## src/rtl/fasta_index_builder_assert.svh

```systemverilog
// Assertion macros shared by the RTL. Each expands to one labeled
// concurrent assertion clocked on clk and disabled during rst.
`ifndef FASTA_INDEX_BUILDER_ASSERT_SVH
`define FASTA_INDEX_BUILDER_ASSERT_SVH

// Same-cycle implication
`define FIB_ASSERT_NOW(lbl, ante, cons, msg) \
  lbl: assert property (@(posedge clk) disable iff (rst) (ante) |-> (cons)) else $error(msg);

// Next-cycle implication
`define FIB_ASSERT_NEXT(lbl, ante, cons, msg) \
  lbl: assert property (@(posedge clk) disable iff (rst) (ante) |=> (cons)) else $error(msg);

`endif

```

## src/rtl/fib_pkg.sv

```systemverilog
package fib_pkg;

  localparam int POSITION_BITS   = 40;
  localparam int LINE_COUNT_BITS = 16;
  localparam int NAME_LEN_BITS   = 16;

  localparam logic [POSITION_BITS-1:0]   POS_MAX  = '1;
  localparam logic [LINE_COUNT_BITS-1:0] LINE_MAX = '1;
  localparam logic [NAME_LEN_BITS-1:0]   NAME_MAX = '1;

  // Result queue geometry
  localparam int QDEPTH    = 4;
  localparam int QPTR_BITS = $clog2(QDEPTH);
  localparam int QCNT_BITS = $clog2(QDEPTH + 1);

  localparam logic [7:0] CHAR_GT = 8'h3E;
  localparam logic [7:0] CHAR_LF = 8'h0A;
  localparam logic [7:0] CHAR_SP = 8'h20;
  localparam logic [7:0] CHAR_HT = 8'h09;
  localparam logic [7:0] CHAR_CR = 8'h0D;

  typedef enum logic [1:0] {
    KIND_ENTRY    = 2'd0,
    KIND_BAD_NAME = 2'd1,
    KIND_END      = 2'd2
  } kind_t;

  typedef enum logic [4:0] {
    MODE_SEEK = 5'b00001,
    MODE_NAME = 5'b00010,
    MODE_DESC = 5'b00100,
    MODE_SEQ  = 5'b01000,
    MODE_HALT = 5'b10000
  } mode_t;

  typedef struct packed {
    logic [7:0] data_byte;
    logic       end_of_file;
  } in_item_t;

  typedef struct packed {
    kind_t                      kind;
    logic [POSITION_BITS-1:0]   name_offset;
    logic [NAME_LEN_BITS-1:0]   name_length;
    logic [POSITION_BITS-1:0]   sequence_length;
    logic [POSITION_BITS-1:0]   sequence_offset;
    logic [LINE_COUNT_BITS-1:0] bases_per_line;
    logic [LINE_COUNT_BITS-1:0] bytes_per_line;
    logic                       last;
  } out_item_t;

endpackage

```

## src/rtl/fasta_index_builder.sv

```systemverilog
// A byte's results are written into the result queue at its transaction and are shown
// on out_data once older results have drained. One byte per cycle while in_ready is high;
// a byte yields at most two results, queued in a four-entry result queue that drains one
// result per cycle while out_ready is high. in_ready drops while the queue holds more than two results.
// Reset (rst, synchronous): parser returns to "before first header", queue empties.
module fasta_index_builder (
  input  logic               clk,
  input  logic               rst,
  input  logic               in_valid,
  output logic               in_ready,
  input  fib_pkg::in_item_t  in_data,
  output logic               out_valid,
  input  logic               out_ready,
  output fib_pkg::out_item_t out_data
);
  import fib_pkg::*;

  // Parser state
  logic [POSITION_BITS-1:0]   byte_position, byte_position_next;
  mode_t                      mode, mode_next;
  logic                       at_line_start, at_line_start_next;
  logic                       have_sequence, have_sequence_next;
  logic [POSITION_BITS-1:0]   held_name_offset, held_name_offset_next;
  logic [NAME_LEN_BITS-1:0]   held_name_length, held_name_length_next;
  logic [POSITION_BITS-1:0]   held_base_total, held_base_total_next;
  logic [POSITION_BITS-1:0]   held_sequence_offset, held_sequence_offset_next;
  logic [LINE_COUNT_BITS-1:0] first_line_bases, first_line_bases_next;
  logic [LINE_COUNT_BITS-1:0] first_line_bytes, first_line_bytes_next;
  logic                       first_line_pending, first_line_pending_next;
  logic [LINE_COUNT_BITS-1:0] line_base_count, line_base_count_next;
  logic [LINE_COUNT_BITS-1:0] line_byte_count, line_byte_count_next;

  // Result queue
  out_item_t              queue [QDEPTH];
  logic [QPTR_BITS-1:0]   wr_ptr, rd_ptr;
  logic [QCNT_BITS-1:0]   count;

  logic                   in_fire, out_fire;
  logic [7:0]             b;
  logic                   eof, ws, is_lf, header, error;
  logic [POSITION_BITS-1:0] next_pos;
  logic                   entry_valid, tail_valid;
  out_item_t              entry, tail, res0, res1;
  logic [1:0]             push_cnt, push_n;

  assign in_fire  = in_valid && in_ready;
  assign out_fire = out_valid && out_ready;
  assign in_ready = (count <= QCNT_BITS'(QDEPTH - 2));
  assign out_valid = (count != '0);
  assign out_data  = queue[rd_ptr];

  assign b        = in_data.data_byte;
  assign eof      = in_data.end_of_file;
  assign ws       = (b == CHAR_SP) || (b >= CHAR_HT && b <= CHAR_CR);
  assign is_lf    = (b == CHAR_LF);
  assign next_pos = (byte_position == POS_MAX) ? byte_position
                                               : byte_position + POSITION_BITS'(1);
  assign header   = at_line_start && (b == CHAR_GT) &&
                    (mode == MODE_SEEK || mode == MODE_SEQ);

  // Next parser state and the results of the current byte
  always_comb begin
    byte_position_next        = byte_position;
    mode_next                 = mode;
    at_line_start_next        = at_line_start;
    have_sequence_next        = have_sequence;
    held_name_offset_next     = held_name_offset;
    held_name_length_next     = held_name_length;
    held_base_total_next      = held_base_total;
    held_sequence_offset_next = held_sequence_offset;
    first_line_bases_next     = first_line_bases;
    first_line_bytes_next     = first_line_bytes;
    first_line_pending_next   = first_line_pending;
    line_base_count_next      = line_base_count;
    line_byte_count_next      = line_byte_count;
    error       = 1'b0;
    entry_valid = 1'b0;
    tail_valid  = 1'b0;
    entry       = '0;
    tail        = '0;

    if (mode != MODE_HALT) begin
      // Entry of the previous sequence, closed by a new header
      entry.kind            = KIND_ENTRY;
      entry.name_offset     = held_name_offset;
      entry.name_length     = held_name_length;
      entry.sequence_length = held_base_total;
      entry.sequence_offset = held_sequence_offset;
      entry.bases_per_line  = first_line_bases;
      entry.bytes_per_line  = first_line_bytes;

      priority if (header) begin
        entry_valid               = have_sequence;
        held_name_offset_next     = next_pos;
        held_name_length_next     = '0;
        have_sequence_next        = 1'b0;
        held_base_total_next      = '0;
        held_sequence_offset_next = next_pos;
        first_line_bases_next     = '0;
        first_line_bytes_next     = '0;
        first_line_pending_next   = 1'b1;
        line_base_count_next      = '0;
        line_byte_count_next      = '0;
        mode_next                 = MODE_NAME;
        error                     = eof;
      end else if (mode == MODE_NAME) begin
        held_sequence_offset_next = next_pos;
        if (ws) begin
          if (!have_sequence) begin
            error = 1'b1;
          end else begin
            mode_next = is_lf ? MODE_SEQ : MODE_DESC;
          end
        end else begin
          if (held_name_length != NAME_MAX) begin
            held_name_length_next = held_name_length + NAME_LEN_BITS'(1);
          end
          have_sequence_next = 1'b1;
        end
      end else if (mode == MODE_DESC) begin
        held_sequence_offset_next = next_pos;
        if (is_lf) begin
          mode_next = MODE_SEQ;
        end
      end else if (mode == MODE_SEQ) begin
        if (line_byte_count != LINE_MAX) begin
          line_byte_count_next = line_byte_count + LINE_COUNT_BITS'(1);
        end
        if (!ws) begin
          if (line_base_count != LINE_MAX) begin
            line_base_count_next = line_base_count + LINE_COUNT_BITS'(1);
          end
          if (held_base_total != POS_MAX) begin
            held_base_total_next = held_base_total + POSITION_BITS'(1);
          end
        end
        if (is_lf) begin
          if (first_line_pending) begin
            first_line_bases_next   = line_base_count_next;
            first_line_bytes_next   = line_byte_count_next;
            first_line_pending_next = 1'b0;
          end
          line_base_count_next = '0;
          line_byte_count_next = '0;
        end
      end else begin
        // before first header: only position tracking
      end

      if (error) begin
        // Empty name: report and halt
        tail_valid       = 1'b1;
        tail.kind        = KIND_BAD_NAME;
        tail.name_offset = held_name_offset_next;
        mode_next        = MODE_HALT;
      end else begin
        at_line_start_next = is_lf;
        byte_position_next = next_pos;
        if (eof) begin
          // Unterminated last line may still be the first line
          if (mode_next == MODE_SEQ && line_byte_count_next != '0 &&
              first_line_pending_next) begin
            first_line_bases_next   = line_base_count_next;
            first_line_bytes_next   = line_byte_count_next;
            first_line_pending_next = 1'b0;
          end
          entry_valid           = have_sequence_next;
          entry.name_offset     = held_name_offset_next;
          entry.name_length     = held_name_length_next;
          entry.sequence_length = held_base_total_next;
          entry.sequence_offset = held_sequence_offset_next;
          entry.bases_per_line  = first_line_bases_next;
          entry.bytes_per_line  = first_line_bytes_next;
          tail_valid            = 1'b1;
          tail.kind             = KIND_END;
          // Back to the reset state for the next file
          byte_position_next        = '0;
          mode_next                 = MODE_SEEK;
          at_line_start_next        = 1'b1;
          have_sequence_next        = 1'b0;
          held_name_offset_next     = '0;
          held_name_length_next     = '0;
          held_base_total_next      = '0;
          held_sequence_offset_next = '0;
          first_line_bases_next     = '0;
          first_line_bytes_next     = '0;
          first_line_pending_next   = 1'b1;
          line_base_count_next      = '0;
          line_byte_count_next      = '0;
        end
      end
    end
  end

  // Order results: entry first, then error or end marker
  always_comb begin
    res0 = entry_valid ? entry : tail;
    res0.last = !(entry_valid && tail_valid);
    res1 = tail;
    res1.last = 1'b1;
    push_cnt = {1'b0, entry_valid} + {1'b0, tail_valid};
    push_n   = in_fire ? push_cnt : 2'd0;
  end

  // Parser state registers
  always_ff @(posedge clk) begin
    if (rst) begin
      byte_position        <= '0;
      mode                 <= MODE_SEEK;
      at_line_start        <= 1'b1;
      have_sequence        <= 1'b0;
      held_name_offset     <= '0;
      held_name_length     <= '0;
      held_base_total      <= '0;
      held_sequence_offset <= '0;
      first_line_bases     <= '0;
      first_line_bytes     <= '0;
      first_line_pending   <= 1'b1;
      line_base_count      <= '0;
      line_byte_count      <= '0;
    end else if (in_fire) begin
      byte_position        <= byte_position_next;
      mode                 <= mode_next;
      at_line_start        <= at_line_start_next;
      have_sequence        <= have_sequence_next;
      held_name_offset     <= held_name_offset_next;
      held_name_length     <= held_name_length_next;
      held_base_total      <= held_base_total_next;
      held_sequence_offset <= held_sequence_offset_next;
      first_line_bases     <= first_line_bases_next;
      first_line_bytes     <= first_line_bytes_next;
      first_line_pending   <= first_line_pending_next;
      line_base_count      <= line_base_count_next;
      line_byte_count      <= line_byte_count_next;
    end
  end

  // Result queue storage
  always_ff @(posedge clk) begin
    if (push_n != 2'd0) begin
      queue[wr_ptr] <= res0;
    end
    if (push_n == 2'd2) begin
      queue[wr_ptr + QPTR_BITS'(1)] <= res1;
    end
  end

  // Result queue pointers
  always_ff @(posedge clk) begin
    if (rst) begin
      wr_ptr <= '0;
      rd_ptr <= '0;
      count  <= '0;
    end else begin
      wr_ptr <= wr_ptr + QPTR_BITS'(push_n);
      if (out_fire) begin
        rd_ptr <= rd_ptr + QPTR_BITS'(1);
      end
      count <= count + QCNT_BITS'(push_n) - QCNT_BITS'(out_fire);
    end
  end

  `include "fasta_index_builder_assert.svh"

  `FIB_ASSERT_NOW(a_queue_bound, 1'b1, count <= QCNT_BITS'(QDEPTH), "result queue overflow")
  `FIB_ASSERT_NOW(a_halt_silent, in_fire && mode == MODE_HALT, push_n == 2'd0, "result after halt")
  `FIB_ASSERT_NEXT(a_error_halts, in_fire && error, mode == MODE_HALT, "empty name did not halt")
  `FIB_ASSERT_NEXT(a_eof_resets, in_fire && eof && !error && mode != MODE_HALT, mode == MODE_SEEK && byte_position == '0, "end of file did not reset parser")

endmodule

```

## config.mk

```make
export PLATFORM = sky130hd
export DESIGN_NAME = fasta_index_builder
export DESIGN_NICKNAME = d
export VERILOG_FILES = /design/src/rtl/fib_pkg.sv /design/src/rtl/fasta_index_builder.sv
export VERILOG_INCLUDE_DIRS = /design/src /design/src/rtl
export SDC_FILE = /design/constraint.sdc
export NUM_CORES = 2
export LEC_CHECK = 0
export BUFFER_PORTS_ARGS = -buffer_cell sky130_fd_sc_hd__buf_2
export CORE_AREA = 2 2 296 298
export CTS_BUF_LIST = sky130_fd_sc_hd__clkbuf_4 sky130_fd_sc_hd__clkbuf_8
export CTS_CLUSTER_DIAMETER = 30
export DETAILED_ROUTE_END_ITERATION = 16
export DIE_AREA = 0 0 298 300
export GPL_TIMING_DRIVEN = 0
export HOLD_SLACK_MARGIN = 0.08
export PLACE_DENSITY = 0.71
export SLEW_MARGIN = 5
export SYNTH_ARGS = -nofsm -noshare
export SYNTH_HDL_FRONTEND = slang
export SYNTH_SLANG_ARGS = --single-unit
```

## constraint.sdc

```tcl
create_clock -name clk -period 6.2 [get_ports clk]
set_input_delay 0.93 -clock clk [delete_from_list [all_inputs] [get_ports clk]]
set_output_delay 0.93 -clock clk [all_outputs]
set_load 0.005 [all_outputs]
```

## Word level (Yosys, flattened, before mapping)

Memories as Yosys holds them, arrays and structs flattened. A register that Yosys moved wholly into a read port is not among the register bits.
Cells that the tools add are included.

- Register bits: 255
- Latch bits: 0
- Bits in writable memories: 684
- ROM bits: 0
- Output and inout bits: 173
- Logic and storage cells: 174
- Memories kept: 1

- Add/sub/neg operators: 11
- Multiply operators: 0
- Div/mod/pow operators: 0
- $lt $le $gt $ge: 3
- Equal/unequal tests: 15
- Shifts and indexed selects: 0
- Muxes and demuxes: 111
- Bitwise operators: 1
- Reduce and logical (&&, ||, !) cells: 16

Memory list:

| name | depth | width | read ports | clocked after memory_dff | write ports | line | RTL |
|---|---|---|---|---|---|---|---|
| queue | 4 | 171 | 1 | 1 | 2 | fasta_index_builder.sv:34 | `out_item_t queue [QDEPTH];` |

Operators with widths:

| cell | count |
|---|---|
| 40-bit two-way mux | 19 |
| 16-bit two-way mux | 42 |
| 168-bit two-way mux | 3 |
| 171-bit two-way mux | 1 |
| 40-bit by 1-bit adder with 40-bit output (second input constant) | 2 |
| 16-bit by 1-bit adder with 16-bit output (second input constant) | 3 |
| 16-bit inequality test (second input constant) | 3 |
| 5-bit two-way mux | 9 |
| 42-bit two-way mux | 1 |
| 40-bit == test (second input constant) | 1 |
| 40-bit inequality test (second input constant) | 1 |
| 1-bit two-way mux | 30 |
| 8-bit by 6-bit == test with 1-bit output (second input constant) | 2 |
| 16-bit nonzero test | 1 |
| 5-bit by 4-bit == test with 1-bit output (second input constant) | 2 |
| 2-bit two-way mux | 5 |
| 8-bit by 4-bit == test with 1-bit output (second input constant) | 1 |
| 8-bit by 4-bit greater-or-equal comparator with 1-bit output (second input constant) | 1 |
| 8-bit by 4-bit <= comparator with 1-bit output (second input constant) | 1 |
| 1-bit logical AND | 8 |
| 5-bit by 1-bit == test with 1-bit output (second input constant) | 1 |
| 5-bit by 2-bit == test with 1-bit output (second input constant) | 1 |
| 5-bit by 3-bit == test with 1-bit output (second input constant) | 1 |
| 5-bit inequality test (second input constant) | 1 |
| other kinds (15) | 17 |

## Logic depth before layout (Yosys ltp)

- Depth in word-level cells: 16
- Mapped depth: 20
- Mapped depth without buffers: 14

## Least setup slack after synthesis

Ideal clock, no wire load.

- Kind: in2reg
- Start: input in_data[6] (netlist bit)
- End: memory queue[2][0] (netlist bit)
- Library setup time: 120 ps
- Data arrival time: 5065 ps
- Setup slack: 1015 ps
- Stages on the path: 15
- Path through: nor4b_2 -> o311ai_1 -> a211o_1 -> buf_2 -> and2_0 -> clkbuf_1 -> clkbuf_1 -> nand2_1 -> ha_1 -> o21ai_0 -> nor2_1 -> nor2_1 -> clkbuf_1 -> inv_1 -> o22a_1

RTL lines:

| item | line | RTL |
|---|---|---|
| from (decl) | fasta_index_builder.sv:11 | `input fib_pkg::in_item_t in_data,` |
| to (decl) | fasta_index_builder.sv:34 |  |

==> metrics.csv <==
metric,value,unit
Leakage,17.1,nW
Remaining DRCs,0,
Final Hold Viols,0,
Wirelength per Cell,26.0,um
max_slew headroom,2.97,%
GRT Util Overall,35.3,%
post-place setup slack,-1.97,ns
area grow syn2layout,16.1,%
Worst Hold Slack,0.446,ns
met3 usage,9.56,%
ANT nets after route,0,
global routing usage on met2,54.9,%
"Warnings, synthesis",0,
Setup TNS,-0.0812,ns
Async SR Flop Fraction,0,%
post-route clock skew,0.0601,ns
core area,0.0862,mm2
routed wire length,162000,um
initial antenna violation count,5,
largest net degree at the start of global routing,36,
Die ar.,0.0894,mm2
vias in the first global route,37879,
post-route setup slack,-0.0552,ns
number of primary I/O pins,186,
HP Class,flop to flop,
Total Power,15.3,mW
Finished Layout Cells,6253,
Pre-antenna DRT Iters,8,
Mapped Nets,4585,
nets@finish,4962,
max-capacitance violation count,0,
clock root buffer,clkbuf_8,
"Seq/Total Area, Yosys",48.1,%
critical path type,input pin to flop,
global route overflow,0,
fin crit period,6.26,ns
CTS Buf Count,186,
grt met1 use,44.1,%
Worst Path Arrival,6.96,ns
Post-DP Area,0.0452,mm2
VDD IR max,0.000255,V
Worst-path clk slew,0.06,ns
Main synth FF type,dfxtp_1,
pwr/cell area,309,mW/mm2
fin util,57.5,%
Synth cell types,95,
failing checks,setup timing,
"Clk Latency, worst-skew pair",0.90,ns
Mapped Area,0.0427,mm2
starting density of the core,49.5,%
GR peak layer,met2,
WP data required,6.90,ns
placed cells,5905,
Tightest Pin Transition,1.45,ns
period utilization,101,%
status,"complete, but fails checks",
share of cells above drive strength 1,15.9,%
# clock sinks,941,
crit end category,flop,
syn avg cell area,9.36,um2
vias per inst,6.38,
TritonCTS clock tree,yes,
register bit count reported by yosys,941,
CP max FO,10,
design area,0.0496,mm2
unrepaired setup endpoints after global routing,false,
H-tree levels,4,
initial DRC count,5227,
CTS max path bufs,3,
Die Height,300,um
Final setup viols,3,
DIE WIDTH,298,um
post-CTS setup buffers,0,
HPWL after DPL,115000,um
"EDFF count, synth",168,
Max Freq,160,MHz
GP Congestion,1.02,
first-pass GRT wire length,238000,um
I/O Buffers,184,
cells after synthesis,4561,
cell row count,108,
Pins Over Slew Limit,0,
via count,39911,
CP startpoint kind,input pin,
-- flip-flops by register name (all words and copies together), names as in the netlist, 40 cells and up, named ones only --
name	count
queue	684
held_name_offset	40
held_sequence_offset	40
held_base_total	40
byte_position	40
-- worst max-delay path, cell delays in order --
cell and delay [ns]:
buf_2 0.16, o311ai_1 0.90, a211o_1 0.22, buf_2 0.31
and2_0 0.18, clkbuf_1 0.42, clkbuf_2 0.51, nand2_1 0.11
ha_1 0.39, nor2_1 0.07, nor2_1 0.29, nand2_1 0.47
o21ai_1 1.03, nand2_1 0.23, clkbuf_1 0.38, o21ai_0 0.33
-- cells in the final DEF (no fill, tap or decap), drive strengths merged, types with 33 or more instances in the layout --
master / Yosys / routed
clkinv: 0 / 56
a22o: 142 / 142
mux4: 171 / 171
xor2: 61 / 61
a21oi: 178 / 178
nand4: 39 / 39
o21ai: 666 / 666
or3: 33 / 33
edfxtp: 168 / 168
and3: 37 / 37
clkbuf: 300 / 555
nand3: 73 / 73
xnor2: 69 / 69
buf: 66 / 254
nor3: 75 / 75
nor2: 414 / 414
a22oi: 142 / 142
dfxtp: 773 / 773
nand2: 740 / 740
-- report_power, final --
part / total (mW) / internal, mW / switching (mW) / leakage [nW]
Sequential: 6.31 / 6.28 / 0.0286 / 7.81
Combinational: 1.90 / 0.602 / 1.29 / 7.03
Clock: 7.14 / 4.17 / 2.97 / 2.23
-- layer usage --
metal	wire length, um	part of all wire (%)
met1	60200	37
met2	73000	45
met3	19000	12
met4	10200	6.3
met5	26	0.016
-- cells by family after synthesis --
family,synth area share (%)
AOI/OAI and AO/OA,19.9
xor gates and xnor gates,2.67
adders and majority gates,0.340
buffers and inverters,3.51
DFF,48.1
muxes,9.44
and+or+nand+nor,16.1
-- synthesized netlist by cell type, types with 43 or more instances --
cell,n,area share [%]
a21oi_1,178,2.1
mux4_2,171,9.0
edfxtp_1,168,12
nor2_1,412,3.6
buf_1,43,0.38
dfxtp_1,773,36
clkbuf_1,300,2.6
xnor2_1,69,1.4
xor2_1,61,1.3
o21ai_0,622,7.3
a22oi_1,142,2.5
o21ai_1,44,0.52
nand3_1,72,0.84
nand2_1,739,6.5
a22o_1,142,2.9
nor3_1,71,0.83
-- path summary, 6_finish.rpt --
| path | from | end | slack, ns | cells past startpoint |
|---|---|---|---|---|
| hold reg to reg | queue[1][11] | queue[1][11] | 0.45 | 2 |
| setup / recovery | in_data[2] | queue[0][152] | -0.06 | 16 |
| hold / removal | queue[1][11] | queue[1][11] | 0.45 | 2 |
| setup reg to reg | mode[4] | queue[0][152] | -0.03 | 17 |
-- cell type report --
cell class,instances,area [um2]
Clock buffer,254,3290
Multi-Input combinational cell,3233,20800
Inverter,21,80.1
Timing Repair Buffer,190,1020
Antenna cell,4,10.0
Sequential cell,941,20500
Buffer,365,1450
Tap cell,1155,1450
Fill cell,7699,36600
Clock inverter,90,1000
-- what timing repair did --
action | CTS | global route
hold buffers | 0 | 0
resized for setup | 21 | 41
endpoints found under the setup margin | 301 | 606
pin swaps | 0 | 1
(Power assumes the default switching activity.)
